### src/rtl/tmwe_pkg.sv
// Shared constants, codes and controller/datapath interface types
// for the tile map wall edge extractor. No dependencies.
package tmwe_pkg;

    localparam int MAX_WIDTH  = 64;
    localparam int MAX_HEIGHT = 64;
    localparam int MAX_EDGES  = 1024;

    localparam int XW   = $clog2(MAX_WIDTH);
    localparam int YW   = $clog2(MAX_HEIGHT);
    localparam int IDW  = $clog2(MAX_EDGES);
    localparam int CNTW = IDW + 1;
    localparam int DIMW = 7;
    localparam int TSW  = 8;
    localparam int CW   = 14;
    localparam int CIDW = 2 * (IDW + 1);

    localparam logic [1:0] FUNC_WRITE   = 2'd0;
    localparam logic [1:0] FUNC_EXTRACT = 2'd1;
    localparam logic [1:0] FUNC_READ    = 2'd2;

    localparam logic [1:0] CFG_ROOM_WIDTH  = 2'd0;
    localparam logic [1:0] CFG_ROOM_HEIGHT = 2'd1;
    localparam logic [1:0] CFG_TILE_SIZE   = 2'd2;

    typedef enum logic [3:0] {
        OP_IDLE, OP_LOAD, OP_MAP_WR, OP_SCAN_INIT, OP_LOAD_CUR, OP_FETCH,
        OP_LATCH_NEXT, OP_CELL, OP_SIDE, OP_ADVANCE, OP_READ_LATCH, OP_FINISH
    } t_op;

    typedef enum logic [1:0] {SIDE_W, SIDE_E, SIDE_N, SIDE_S} t_side;

    typedef struct packed {
        t_op   op;
        t_side side;
    } t_cmd;

    typedef struct packed {
        logic scan_empty;
        logic last_x;
        logic last_y;
        logic out_busy;
    } t_status;

endpackage

### src/rtl/tmwe_ctrl.sv
// Sequencer for tile writes, the edge extraction scan and edge reads.
// Depends on tmwe_pkg.
module tmwe_ctrl import tmwe_pkg::*; (
    input  logic       i_clk,
    input  logic       i_rst_n,
    input  logic       i_valid,
    input  logic [1:0] i_func,
    input  t_status    i_status,
    output logic       o_stall,
    output t_cmd       o_cmd
);
    typedef enum logic [3:0] {
        S_IDLE, S_WR, S_SC_INIT, S_LOAD0, S_FETCH, S_NEXT, S_CELL, S_SIDE,
        S_ADV, S_RD, S_FIN
    } t_state;

    t_state r_state, n_state;
    t_side  r_side, n_side;

    assign o_stall = (r_state != S_IDLE);

    always_comb begin
        n_state    = r_state;
        n_side     = r_side;
        o_cmd.op   = OP_IDLE;
        o_cmd.side = r_side;
        unique case (r_state)
            S_IDLE: begin
                if (i_valid) begin
                    o_cmd.op = OP_LOAD;
                    priority case (i_func)
                        FUNC_WRITE:   n_state = S_WR;
                        FUNC_EXTRACT: n_state = S_SC_INIT;
                        FUNC_READ:    n_state = S_RD;
                        default:      n_state = S_FIN;
                    endcase
                end
            end
            S_WR: begin
                o_cmd.op = OP_MAP_WR;
                n_state  = S_FIN;
            end
            S_SC_INIT: begin
                o_cmd.op = OP_SCAN_INIT;
                n_state  = i_status.scan_empty ? S_FIN : S_LOAD0;
            end
            S_LOAD0: begin
                o_cmd.op = OP_LOAD_CUR;
                n_state  = S_NEXT;
            end
            S_FETCH: begin
                o_cmd.op = OP_FETCH;
                n_state  = S_NEXT;
            end
            S_NEXT: begin
                o_cmd.op = OP_LATCH_NEXT;
                n_state  = S_CELL;
            end
            S_CELL: begin
                o_cmd.op = OP_CELL;
                n_side   = SIDE_W;
                n_state  = S_SIDE;
            end
            S_SIDE: begin
                o_cmd.op = OP_SIDE;
                if (r_side != SIDE_S) begin
                    n_side = t_side'(r_side + 2'd1);
                end else if (!i_status.last_y) begin
                    n_state = S_CELL;
                end else if (!i_status.last_x) begin
                    n_state = S_ADV;
                end else begin
                    n_state = S_FIN;
                end
            end
            S_ADV: begin
                o_cmd.op = OP_ADVANCE;
                n_state  = S_FETCH;
            end
            S_RD: begin
                o_cmd.op = OP_READ_LATCH;
                n_state  = S_FIN;
            end
            S_FIN: begin
                if (!i_status.out_busy) begin
                    o_cmd.op = OP_FINISH;
                    n_state  = S_IDLE;
                end
            end
            default: n_state = S_IDLE;
        endcase
    end

    always_ff @(posedge i_clk) begin
        if (!i_rst_n) begin
            r_state <= S_IDLE;
            r_side  <= SIDE_W;
        end else begin
            r_state <= n_state;
            r_side  <= n_side;
        end
    end
endmodule

### config.mk
export PLATFORM = sky130hd
export DESIGN_NAME = tmwe_ctrl
export DESIGN_NICKNAME = d
export VERILOG_FILES = /design/src/rtl/tmwe_pkg.sv /design/src/rtl/tmwe_ctrl.sv
export SDC_FILE = /design/constraint.sdc
export NUM_CORES = 1
export LEC_CHECK = 0
export ABC_AREA = 1
export BUFFER_PORTS_ARGS = -buffer_cell sky130_fd_sc_hd__buf_2
export CAP_MARGIN = 20
export CORE_AREA = 8 8 45 47
export CTS_CLUSTER_SIZE = 8
export DETAILED_ROUTE_END_ITERATION = 16
export DIE_AREA = 0 0 53 55
export GPL_TIMING_DRIVEN = 0
export PLACE_DENSITY = 0.67
export SLEW_MARGIN = 5
export SYNTH_ARGS = -nofsm -noshare
export SYNTH_HDL_FRONTEND = slang
export SYNTH_SLANG_ARGS = --single-unit
### constraint.sdc
create_clock -name i_clk -period 2.1 [get_ports i_clk]
set_input_delay 0.42 -clock i_clk [delete_from_list [all_inputs] [get_ports i_clk]]
set_output_delay 0.42 -clock i_clk [all_outputs]
set_load 0.05 [all_outputs]
==> reports/metrics.csv <==
stage,metric,value,unit
global_route,grt_max_degree,7,
timing,setup_violations,0,
synthesis,syn_inst,93,
critical_path,path_max_fanout,5,
timing,drv_slew,0,
layout,fillers,156,
cts,cts_resized,0,
drt,via_per_inst,4.76,
timing,period_share,90.0,%
die,io_pins,16,
power,p_per_area,1890,nW/um^2
global_route,grt_pass1_vias,584,
cts,clockBufferDepth,2,
drt,drt.antenna.violating_nets,0,
global_route,antenna_found_initial,0,
worst_hold_path,hold_class,input port to flip-flop,
place,place_congestion,0.822,
layout,drive_gt1_share,29.7,%
global_route,grt-ovfl-total,0,
synthesis,synth_area_leader_cell,dfxtp_1,
critical_path,timing.critical_path.from,r_state[3],
synthesis,synth_seq_area_share,22.6,%
power,cellLeakagePower,0.374,nW
cts,hold_buffers,0,
cts,htree_levels,1,
drt,dr.pass1.iters,4,
drt,routedWlPerCell,10.3,um
job,cap_violations,0,
die,num_rows,14,
layout,areaGrowthSynthToFinish,23.6,%
timing,setup_tns,0,ps
status,status,"finished, final reports clean",
synthesis,syn_area_per_cell,5.70,sq um
drt,drc_errors,0,
timing,hold_slack,442,ps
cts,post-cts-setup-buffers,0,
critical_path,r2r-start,r_state[0],
synthesis,synth.distinct_cells,16,
timing,timing.fmax,529,MHz
cts,cts.sinks,6,
worst_hold_path,min_from,i_rst_n,
die,coreArea,1380,sq um
layout,final_cell_count_no_fill,127,
layout,nNetsFinal,123,
critical_path,cp.arrival,1470,ps
critical_path,crit_required,1680,ps
timing,finalHoldViolations,0,
drt,vias,605,
die,die-area,2920,sq um
cts,worstSkewPairLatency,230,ps
die,die_x,53,um
synthesis,ys_ff_latch,6,
synthesis,netlist.area_leader.share,22.6,%
cts,clk_pin_slew_worst_paths,40,ps
drt,drt_wl_total,1310,um
synthesis,synth_nets,103,
global_route,grt_first_pass_wirelength,2360,um
timing,layout_min_cycle_time,1890,ps
synthesis,ys_warn_count,0,
global_route,grt_use_total,10.4,%
timing,rsz0062_at_grt,false,
synthesis,ys_top_cells_by_area,"dfxtp_1 (23%), nand2_1 (18%), inv_1 (9.9%), nand3_1 (8.5%), nor2_2 (5.9%)",
synthesis,syn_area,531,sq um
place,dpl.hpwl,1140,um
critical_path,start_kind,flip-flop,
cts,cts_tree,done,
critical_path,end_kind,output port,
drt,drt_iter0_drc,15,
layout,regArea,120,sq um
cts,numCtsBuffers,3,
critical_path,crit_type,flip-flop to output port,
place,dp.cells,124,
timing,slew_headroom,82.5,%
place,numPortBuffers,15,
layout,multi_input_area,349,sq um
die,die_y,55,um
timing,worstMarginPinSlew,261,ps
power,irDropWorstVdd,717,uV
layout,antennaDiodeCount,0,
die,initial_core_util,38.3,%
cts,root_buffer,clkbuf_4,
timing,finClkSkew,0.459,ps
[layout make-up]
class                      instances  area share, %
clock buffer                       3           3.44
inverter                          17           9.73
multi-input combinational         70           53.2
sequential                         6           18.3
tap                               16           3.05
timing repair buffer              15           12.2
[cell usage in the layout (no fill, tap or decap)]
cell / Yosys / final
o21ai_2: 1 / 1
o31ai_1: 1 / 1
nor2_4: 1 / 1
a21oi_1: 6 / 6
clkbuf_4: 0 / 5
nor2_1: 8 / 7
ha_1: 1 / 1
inv_2: 3 / 3
o21ai_0: 4 / 4
nand2_1: 26 / 26
nand3_1: 9 / 9
nand3b_1: 2 / 2
buf_2: 0 / 13
inv_1: 14 / 14
nor2_2: 5 / 6
nand4_1: 2 / 2
nand2_2: 4 / 4
dfxtp_1: 6 / 6
[per-stage QoR]
stage | setup slack, ps | area [sq um] | total power [mW] | utilization, %
3_5_place_dp | 387 | 626 | 1.13 | 45.2
5_1_grt | 12.2 | 656 | 1.37 | 47.4
4_1_cts | 135 | 648 | 1.23 | 46.8
2_1_floorplan | 456 | 531 | 0.943 | -
3_3_place_gp | 407 | 626 | 1.12 | 45.2
6_report | 209 | 656 | 1.24 | 47.4
[synth_stat cells]
cell       n
dfxtp_1    6
ha_1       1
nand4_1    2
inv_1     14
nand2_2    4
nand3b_1   2
a21oi_1    6
nand3_1    9
o21ai_0    4
nor2_1     8
inv_2      3
nor2_4     1
nand2_1   26
o21ai_2    1
nor2_2     5
o31ai_1    1
[sequential cells by signal, indices dropped and copies added (netlist names)]
name and count:
r_state 4, r_side 2
[critical path, cell delays in order (launching register included)]
cell and delay [ps]:
dfxtp_1 430, inv_2 100, nor2_2 120, nand3b_1 120, o31ai_1 80, inv_1 80, nand3_1 70, clkbuf_4 230
[power breakdown]
part	leakage [nW]	switching, mW	internal (mW)
combinational	0.312	0.671	0.251
clock	0.0138	0.0349	0.0642
sequential	0.0490	0.0634	0.153
[per-layer routing]
layer | up-vias | wire length, um | GRT usage (%)
met5 | - | 0 | 0
met4 | 0 | 5 | 5.17
met3 | 2 | 46 | 1.87
met2 | 9 | 648 | 18.2
met1 | 260 | 610 | 12.0
li1 | 334 | - | -
[cell families (layout without fill, tap and decap cells)]
kind of cell | Yosys count | after routing | synth area share (%)
compound gates | 12 | 12 | 12.5
simple gates | 57 | 57 | 50.5
fa+ha+maj | 1 | 1 | 2.36
buf+inv | 17 | 35 | 12.0
flops | 6 | 6 | 22.6
[final timing paths]
kind	end	slack (ps)	cells past startpoint
max	o_cmd[5]	210	7
min	r_side[0]	440	3
max reg2reg	r_side[1]	850	7
min reg2reg	r_side[1]	560	2
Note: power is estimated with default switching activity, not from simulation.
